File: src/rtl/ptom_pkg.sv
package ptom_pkg;

  localparam int POOL_DEPTH_MAX = 63;
  localparam int DEF_POOL_DEPTH = 32;
  localparam int PRICE_LEVELS   = 256;
  localparam int ID_BITS        = 16;
  localparam int IDX_W          = 6;
  localparam int AGE_W          = 6;

  localparam logic [15:0] ID_MASK = 16'((64'd1 << ID_BITS) - 64'd1);
  localparam logic [7:0]  PRICE_MAX = 8'((PRICE_LEVELS > 256) ? 255 : PRICE_LEVELS - 1);

  localparam logic FUNC_SUBMIT = 1'b0;
  localparam logic FUNC_CANCEL = 1'b1;
  localparam logic SIDE_BUY    = 1'b0;
  localparam logic SIDE_SELL   = 1'b1;
  localparam logic KIND_MARKET = 1'b0;
  localparam logic KIND_LIMIT  = 1'b1;
  localparam logic ITEM_TRADE  = 1'b0;
  localparam logic ITEM_STATUS = 1'b1;

  typedef enum logic [2:0] {
    ST_FILLED    = 3'd0,
    ST_RESTED    = 3'd1,
    ST_REMAINDER = 3'd2,
    ST_CANCELLED = 3'd3,
    ST_NOT_FOUND = 3'd4,
    ST_POOL_FULL = 3'd5
  } status_t;

  typedef enum logic [1:0] {
    S_IDLE,
    S_SEED,
    S_WAIT,
    S_EVAL
  } state_t;

  typedef enum logic [1:0] {
    CMD_NONE,
    CMD_FILL,
    CMD_INSERT
  } cmd_op_t;

  typedef struct packed {
    logic        func;
    logic [15:0] order_id;
    logic        order_side;
    logic        order_kind;
    logic [7:0]  limit_price;
    logic [31:0] order_qty;
  } order_req_t;

  typedef struct packed {
    logic        item_kind;
    logic [15:0] maker_id;
    logic [7:0]  trade_price;
    logic [31:0] fill_qty;
    logic [2:0]  status_code;
    logic [31:0] left_qty;
    logic        bid_present;
    logic [7:0]  top_bid;
    logic        ask_present;
    logic [7:0]  top_ask;
    logic        last;
  } result_t;

  // Command broadcast from the controller to every cell.
  typedef struct packed {
    cmd_op_t          op;
    logic [IDX_W-1:0] idx;
    logic [31:0]      amt;
    logic             emp;
    logic [AGE_W-1:0] rage;
    logic [15:0]      id;
    logic [7:0]       price;
    logic             side;
    logic [AGE_W-1:0] nage;
  } cmd_t;

  // Sweep packet that travels down the cell chain, one cell per cycle.
  typedef struct packed {
    logic             go;
    logic             opp;
    logic [15:0]      qid;
    logic             hit;
    logic [IDX_W-1:0] bidx;
    logic [7:0]       bprice;
    logic [AGE_W-1:0] bage;
    logic [31:0]      bqty;
    logic [15:0]      bmaker;
    logic             bid_p;
    logic [7:0]       top_bid;
    logic             ask_p;
    logic [7:0]       top_ask;
    logic             id_found;
    logic [IDX_W-1:0] id_idx;
    logic [AGE_W-1:0] id_age;
    logic             free_found;
    logic [IDX_W-1:0] free_idx;
  } sweep_t;

endpackage

File: src/rtl/ptom_cell.sv
module ptom_cell import ptom_pkg::*; #(
  parameter int IDX = 0
) (
  input  logic   clk,
  input  logic   rst,
  input  cmd_t   cmd,
  input  sweep_t pin,
  output sweep_t pout
);

  localparam logic [IDX_W-1:0] ME = IDX_W'(IDX);

  logic             valid;
  logic [15:0]      id;
  logic [31:0]      qty;
  logic [7:0]       price;
  logic             side;
  logic [AGE_W-1:0] age;

  sweep_t pnext;
  logic   better;

  always_comb begin
    pnext = pin;
    if (pin.opp == SIDE_SELL) begin
      better = !pin.hit || (price < pin.bprice) || (price == pin.bprice && age < pin.bage);
    end else begin
      better = !pin.hit || (price > pin.bprice) || (price == pin.bprice && age < pin.bage);
    end
    if (valid && side == pin.opp && better) begin
      pnext.hit    = 1'b1;
      pnext.bidx   = ME;
      pnext.bprice = price;
      pnext.bage   = age;
      pnext.bqty   = qty;
      pnext.bmaker = id;
    end
    if (valid && side == SIDE_BUY && (!pin.bid_p || price > pin.top_bid)) begin
      pnext.bid_p   = 1'b1;
      pnext.top_bid = price;
    end
    if (valid && side == SIDE_SELL && (!pin.ask_p || price < pin.top_ask)) begin
      pnext.ask_p   = 1'b1;
      pnext.top_ask = price;
    end
    if (!pin.id_found && valid && id == pin.qid) begin
      pnext.id_found = 1'b1;
      pnext.id_idx   = ME;
      pnext.id_age   = age;
    end
    if (!pin.free_found && !valid) begin
      pnext.free_found = 1'b1;
      pnext.free_idx   = ME;
    end
  end

  always_ff @(posedge clk) begin
    if (rst) begin
      pout <= '0;
    end else begin
      pout <= pnext;
    end
  end

  always_ff @(posedge clk) begin
    if (rst) begin
      valid <= 1'b0;
    end else begin
      case (cmd.op)
        CMD_FILL: begin
          if (cmd.idx == ME) begin
            if (cmd.emp) begin
              valid <= 1'b0;
            end else begin
              qty <= qty - cmd.amt;
            end
          end else if (cmd.emp && valid && age > cmd.rage) begin
            // Keep arrival ranks dense so the oldest order has the lowest rank.
            age <= age - 1'b1;
          end
        end
        CMD_INSERT: begin
          if (cmd.idx == ME) begin
            valid <= 1'b1;
            id    <= cmd.id;
            qty   <= cmd.amt;
            price <= cmd.price;
            side  <= cmd.side;
            age   <= cmd.nage;
          end
        end
        default: ;
      endcase
    end
  end

endmodule

File: config.mk
export PLATFORM = sky130hd
export DESIGN_NAME = ptom_cell
export DESIGN_NICKNAME = d
export VERILOG_FILES = /design/src/rtl/ptom_pkg.sv /design/src/rtl/ptom_cell.sv
export SDC_FILE = /design/constraint.sdc
export NUM_CORES = 1
export LEC_CHECK = 0
export ABC_AREA = 1
export BUFFER_PORTS_ARGS = -buffer_cell sky130_fd_sc_hd__buf_2
export CORE_MARGIN = 4
export CORE_UTILIZATION = 30
export CTS_CLUSTER_SIZE = 25
export DETAILED_ROUTE_END_ITERATION = 10
export GPL_TIMING_DRIVEN = 0
export PLACE_DENSITY_LB_ADDON = 0.15
export REMOVE_ABC_BUFFERS = 1
export SETUP_SLACK_MARGIN = 0.05
export SKIP_LAST_GASP = 1
export SLEW_MARGIN = 20
export SYNTH_ARGS = -nofsm -noshare
export SYNTH_HDL_FRONTEND = slang
export SYNTH_SLANG_ARGS = --single-unit
File: constraint.sdc
create_clock -name clk -period 3.75 [get_ports clk]
set_input_delay 0.5625 -clock clk [delete_from_list [all_inputs] [get_ports clk]]
set_output_delay 0.5625 -clock clk [all_outputs]
set_load 0.02 [all_outputs]
# After elaboration in Yosys (flattened, before gate mapping)
# Cells that the tools add are included.
dict set report word_totals {
  ff_bits 189
  latch_bits 0
  ramBits 0
  mem_bits_ro 0
  input_bits 205
  output_inout_bits 125
  n_memories 0
}
dict set report classes {
  addsub 2
  multipliers 0
  div_mod_pow 0
  magnitude_cmp 6
  n_eq_ne 11
  shift 0
  n_mux 18
  n_bitwise 2
  n_reduce_logical 33
}
# cell count
set op_table {}
lappend op_table {{two-way mux 32 bit} 3}
lappend op_table {{two-way mux 69 bit} 1}
lappend op_table {{one-hot mux 32 bit (2 select lines)} 1}
lappend op_table {{subtractor 32 bit} 1}
lappend op_table {{two-way mux 6 bit} 3}
lappend op_table {{two-way mux 9 bit} 2}
lappend op_table {{equality test 16 bit} 1}
lappend op_table {{greater-than comparator 8 bit} 2}
lappend op_table {{less-than comparator 8 bit} 2}
lappend op_table {{two-way mux 13 bit} 1}
lappend op_table {{logical AND 1 bit} 12}
lappend op_table {{inequality test 2 bit, second input constant} 6}
lappend op_table {{one-hot mux 6 bit (2 select lines)} 1}
lappend op_table {{AND reduction 5 bit} 2}
lappend op_table {{equality test 8 bit} 1}
lappend op_table {{two-way mux 7 bit} 1}
lappend op_table {{greater-than comparator 6 bit} 1}
lappend op_table {{zero test 1 bit} 6}
lappend op_table {{zero test 6 bit} 1}
lappend op_table {{logical OR 1 bit} 6}
lappend op_table {{less-than comparator 6 bit} 1}
lappend op_table {{OR reduction 2 bit} 3}
lappend op_table {{subtractor 6 x 1 -> 6 bit, second input constant} 1}
lappend op_table {{two-way mux 1 bit} 4}
lappend op_table {{other kinds (8)} 9}

# Depth between registers and ports, before layout
dict set report depth {
  word_depth 6
  mapped_depth 16
}

# Least setup slack after synthesis
# Ideal clock, no wire load.
dict set report synth_path {
  path_kind {in2reg}
  startpoint {in cmd[76] (netlist name)}
  endpoint {reg id[0] (enable)}
  setup_ps 438
  arrival_ps 2964
  required_time_ps 3312
  path_slack_ps 348
  stages 6
  n_path_buf 2
  path_cell_list {inv_1 ha_1 clkbuf_1 inv_1 clkbuf_1 nor3_1}
}
dict set report synth_via {
  elab_chain_cells 2
}
# element line_no
set synth_rtl {}
lappend synth_rtl {{start, declared} ptom_cell.sv:6} ;# input cmd_t cmd,
lappend synth_rtl {{equality test 2 bit} ptom_cell.sv:69} ;# case (cmd.op)
lappend synth_rtl {{AND reduction 3 bit (no source line)} -}
lappend synth_rtl {{end signal, assigned} ptom_cell.sv:85} ;# id <= cmd.id;
lappend synth_rtl {{end, declared} ptom_cell.sv:14} ;# logic [15:0] id;
# Every way passes these cells.
# A chain may end at the register's enable or synchronous reset.

# Final worst setup path
dict set report layout_path {
  startpoint {reg price[1]}
  endpoint {reg pout[70] (netlist name)}
}
dict set report layout_via {
  elab_chain_cells 6
  elab_cells_between_ends 11
}
# element line_no
set layout_rtl {}
lappend layout_rtl {{start, declared} ptom_cell.sv:16} ;# logic [7:0] price;
lappend layout_rtl {{start signal, assigned} ptom_cell.sv:87} ;# price <= cmd.price;
lappend layout_rtl {{greater-than comparator 8 bit, or another cell as far along} ptom_cell.sv:28} ;# better = !pin.hit || (price > pin.bprice) || (price == pin.bprice && age < pin.bage);
lappend layout_rtl {{logical OR 1 bit, or another cell as far along} ptom_cell.sv:28}
lappend layout_rtl {{logical OR 1 bit (on tied branches)} {ptom_cell.sv:28, ptom_cell.sv:26}}
lappend layout_rtl {{two-way mux 1 bit *} ptom_cell.sv:25} ;# if (pin.opp == SIDE_SELL) begin
lappend layout_rtl {{logical AND 1 bit *} ptom_cell.sv:30} ;# if (valid && side == pin.opp && better) begin
lappend layout_rtl {{two-way mux 69 bit *} ptom_cell.sv:30}
lappend layout_rtl {{end signal, assigned} ptom_cell.sv:61} ;# pout <= pnext;
lappend layout_rtl {{end, declared} ptom_cell.sv:8} ;# output sweep_t pout
# Every way passes the cells marked *; elsewhere a longest branch is shown, timed or not.

==> impl_metrics.json <==
{
  "crit_fanout": 71,
  "die-area_um2": 40100,
  "h-tree-depth": 4,
  "drtIter0Drc": 448,
  "min_from": "cmd[16]",
  "r2r_end": "pout[70]",
  "synth_ff_type": "dfxtp_1",
  "max-vdd-ir-drop_uv": 314,
  "overflow": 0,
  "numCtsBuffers": 17,
  "grt_use_met3": 0.0427,
  "crit_end": "pout[70]",
  "async_flop_share": 0,
  "finClkSkew_ns": 0.0169,
  "worst-slew-pin-transition_ns": 1.09,
  "cts_resized": 0,
  "hold_viol": 0,
  "synth_area_per_cell_um2": 7.01,
  "rsz0062_at_grt": "false",
  "synth.mux.area_fraction": 0,
  "synth_compound_area_frac": 0.100,
  "yosys.cell_types.count": 40,
  "yosysWarnings": 0,
  "maxSlewHeadroom": 0.270,
  "grt_busiest_layer": "met2",
  "synth_edf_count": 63,
  "clkPwrFrac": 0.371,
  "clockBufferDepth": 2,
  "area_delta_synth_final_pct": 25.4,
  "postCtsSetupRepairBufs": 0,
  "setup_violations": 0,
  "powerDensity_nw_per_um2": 345,
  "die_x_um": 200,
  "grt_antenna_before_repair": 5,
  "required_ns": 4.09,
  "cp.arrival_ns": 3.00,
  "seqPwrFrac": 0.462,
  "core_um2": 36500,
  "cp-end-kind": "register",
  "p_sw_frac": 0.297,
  "design.portCount": 330,
  "grt_max_degree": 72,
  "fin_nets": 2161,
  "grt_util_met2": 0.317,
  "wl_per_cell_um": 15.3,
  "start_util": 0.303,
  "cts-root-buf": "clkbuf_16",
  "rows": 70,
  "p_int_mw": 3.37,
  "drc": 0,
  "cap_violations": 0,
  "synth_fa_ha_area_frac": 0.0786,
  "layout_min_cycle_time_ns": 2.66,
  "vias": 10742,
  "viasPerCell": 4.53,
  "detailed_place_hpwl_um": 29100,
  "timing.setup.tns_ns": 0,
  "maxSlewViolCount": 0,
  "cts_hold_buf": 0,
  "reg2regPathDepth": 11,
  "worst_hold_path_type": "input port to register",
  "grt_pass1_wl_um": 57000,
  "cts.reportedPaths.clkPinSlew_ns": 0.08,
  "timing.rr.start": "price[1]",
  "final_cells": 2373,
  "outcome": "finished clean",
  "die_y_um": 200,
  "placedCellCount": 2336,
  "rrSetupSlack_ns": 1.09,
  "leakage_nw": 7.54,
  "gr-usage-met1": 0.216,
  "period_share": 0.709,
  "grt_pass1_vias": 10363,
  "synth_top_family_by_area": "simple AND/OR/NAND/NOR gates",
  "fin_util": 0.381,
  "max_freq_ghz": 0.376,
  "tritoncts": "built",
  "synth_seq_cells": 189,
  "clock-sinks": 189,
  "gp_congestion": 0.855,
  "layout-drive-gt1-share": 0.227,
  "cp-start-kind": "register",
  "synth_cells": 1580,
  "numPortBuffers": 329,
  "drtAntennaViolNets": 0,
  "syn_area_um2": 11100,
  "p_sw_mw": 1.42,
  "drt-total-wl_um": 36300,
  "pwr-share-comb": 0.167,
  "cp-startpoint": "price[1]",
  "ys_seq_area_frac": 0.398,
  "insertion_delay_ns": 0.45,
  "critPathKind": "register to register",
  "grtUsageTotal": 0.177,
  "yosys.area_share.simple": 0.285,
  "synth-xor-area-share": 0.00949,
  "dr.pass1.iters": 6
}
power by group through the flow:
stage | Clock, mW | Combinational (mW) | Sequential, mW
6_report | 1.78 | 0.799 | 2.21
3_3_place_gp | 0 | 0.791 | 2.26
5_1_grt | 1.93 | 0.902 | 2.22
3_5_place_dp | 0 | 0.810 | 2.26
4_1_cts | 1.85 | 0.814 | 2.21
2_1_floorplan | 0 | 0.378 | 2.35
sequential cells by signal, indices dropped and copies added, names as in the netlist:
| name | flops |
|---|---|
| valid | 1 |
| pout | 125 |
| qty | 32 |
| price | 8 |
| age | 6 |
| id | 16 |
| side | 1 |
cell type report:
class	count	area (µm²)
fillers	3990	22600
clock inverters	14	123
clock buffers	18	429
repair buffers	342	1940
well taps	468	586
diodes	5	12.5
multi-input cells	1036	5260
flip-flops and latches	189	4410
inverters	301	1130
metal layers:
metal  vias up  share of wire  wire length (µm)
li1       5555              -                 -
met1      4878           0.44             15800
met2       279           0.50             18000
met3        26          0.056              2020
met4         4          0.011               386
met5         -        0.00077                28
cell families after synthesis:
| group | count (synthesis) |
|---|---|
| compound gates | 183 |
| xor+xnor | 12 |
| fa+ha+maj | 69 |
| buf+inv | 355 |
| flops | 189 |
| simple gates | 772 |
layout by cell type (no fill, tap or decap), drive strengths merged:
master	instances
o22ai	5
ha	68
dfxtp	126
nor2	190
clkbuf	18
inv	308
nand4	9
o2111ai	1
clkinv	7
nand3	139
xnor2	7
a31oi	3
nand3b	2
or2	7
a21o	1
xor2	5
a21oi	130
nor3	4
o21ai	36
and2	4
a21boi	1
o211ai	2
edfxtp	63
diode	5
o21a	2
nand2	414
o21bai	1
fa	1
a2111oi	1
buf	342
and3	3
synth_stat cells (9+ instances only):
cell type  count  share of area
nand2_1      413           0.14
inv_1        298           0.10
nor2_1       188          0.064
nand3_1      139          0.063
dfxtp_1      126           0.23
a21oi_1       88          0.040
ha_1          68          0.077
edfxtp_1      63           0.17
a21oi_2       42          0.033
o21ai_0       34          0.015
clkbuf_1      24         0.0081
buf_2         15         0.0068
nand4_1        9         0.0051
through the flow:
| stage | area, µm² | power [mW] | worst slack [ns] | hold WS, ns |
|---|---|---|---|---|
| final | 13900 | 4.79 | 1.09 | 0.283 |
| after global routing | 13900 | 5.05 | 0.882 | 0.252 |
| after CTS | 13900 | 4.88 | 0.966 | 0.254 |
| after detailed placement | 13300 | 3.07 | 0.779 | 0.594 |
| after global placement | 13000 | 3.05 | -3.28 | 0.590 |
| after floorplan | 10800 | 2.73 | -0.944 | 0.529 |
how the worst min path moves through the flow:
stage | to | slack (ns) | depth (start not counted)
global placement | pout[54] | 0.59 | 4
CTS | id[4] | 0.25 | 1
finish | id[1] | 0.28 | 1
global route | id[3] | 0.25 | 1
floorplan | valid | 0.53 | 2
detailed placement | pout[49] | 0.59 | 4
worst max-delay path: stages, from the launching register on:
cell,delay (ns)
edfxtp_1,0.49
ha_1,0.34
nand2_1,0.06
nor2_1,0.20
nand3b_1,0.13
nor2_2,0.10
a21oi_2,0.09
nand2_8,0.40
buf_16,0.32
nand3_1,0.13
nand2_1,0.18
nor2_1,0.06
Power figures use the tool's default switching activity.
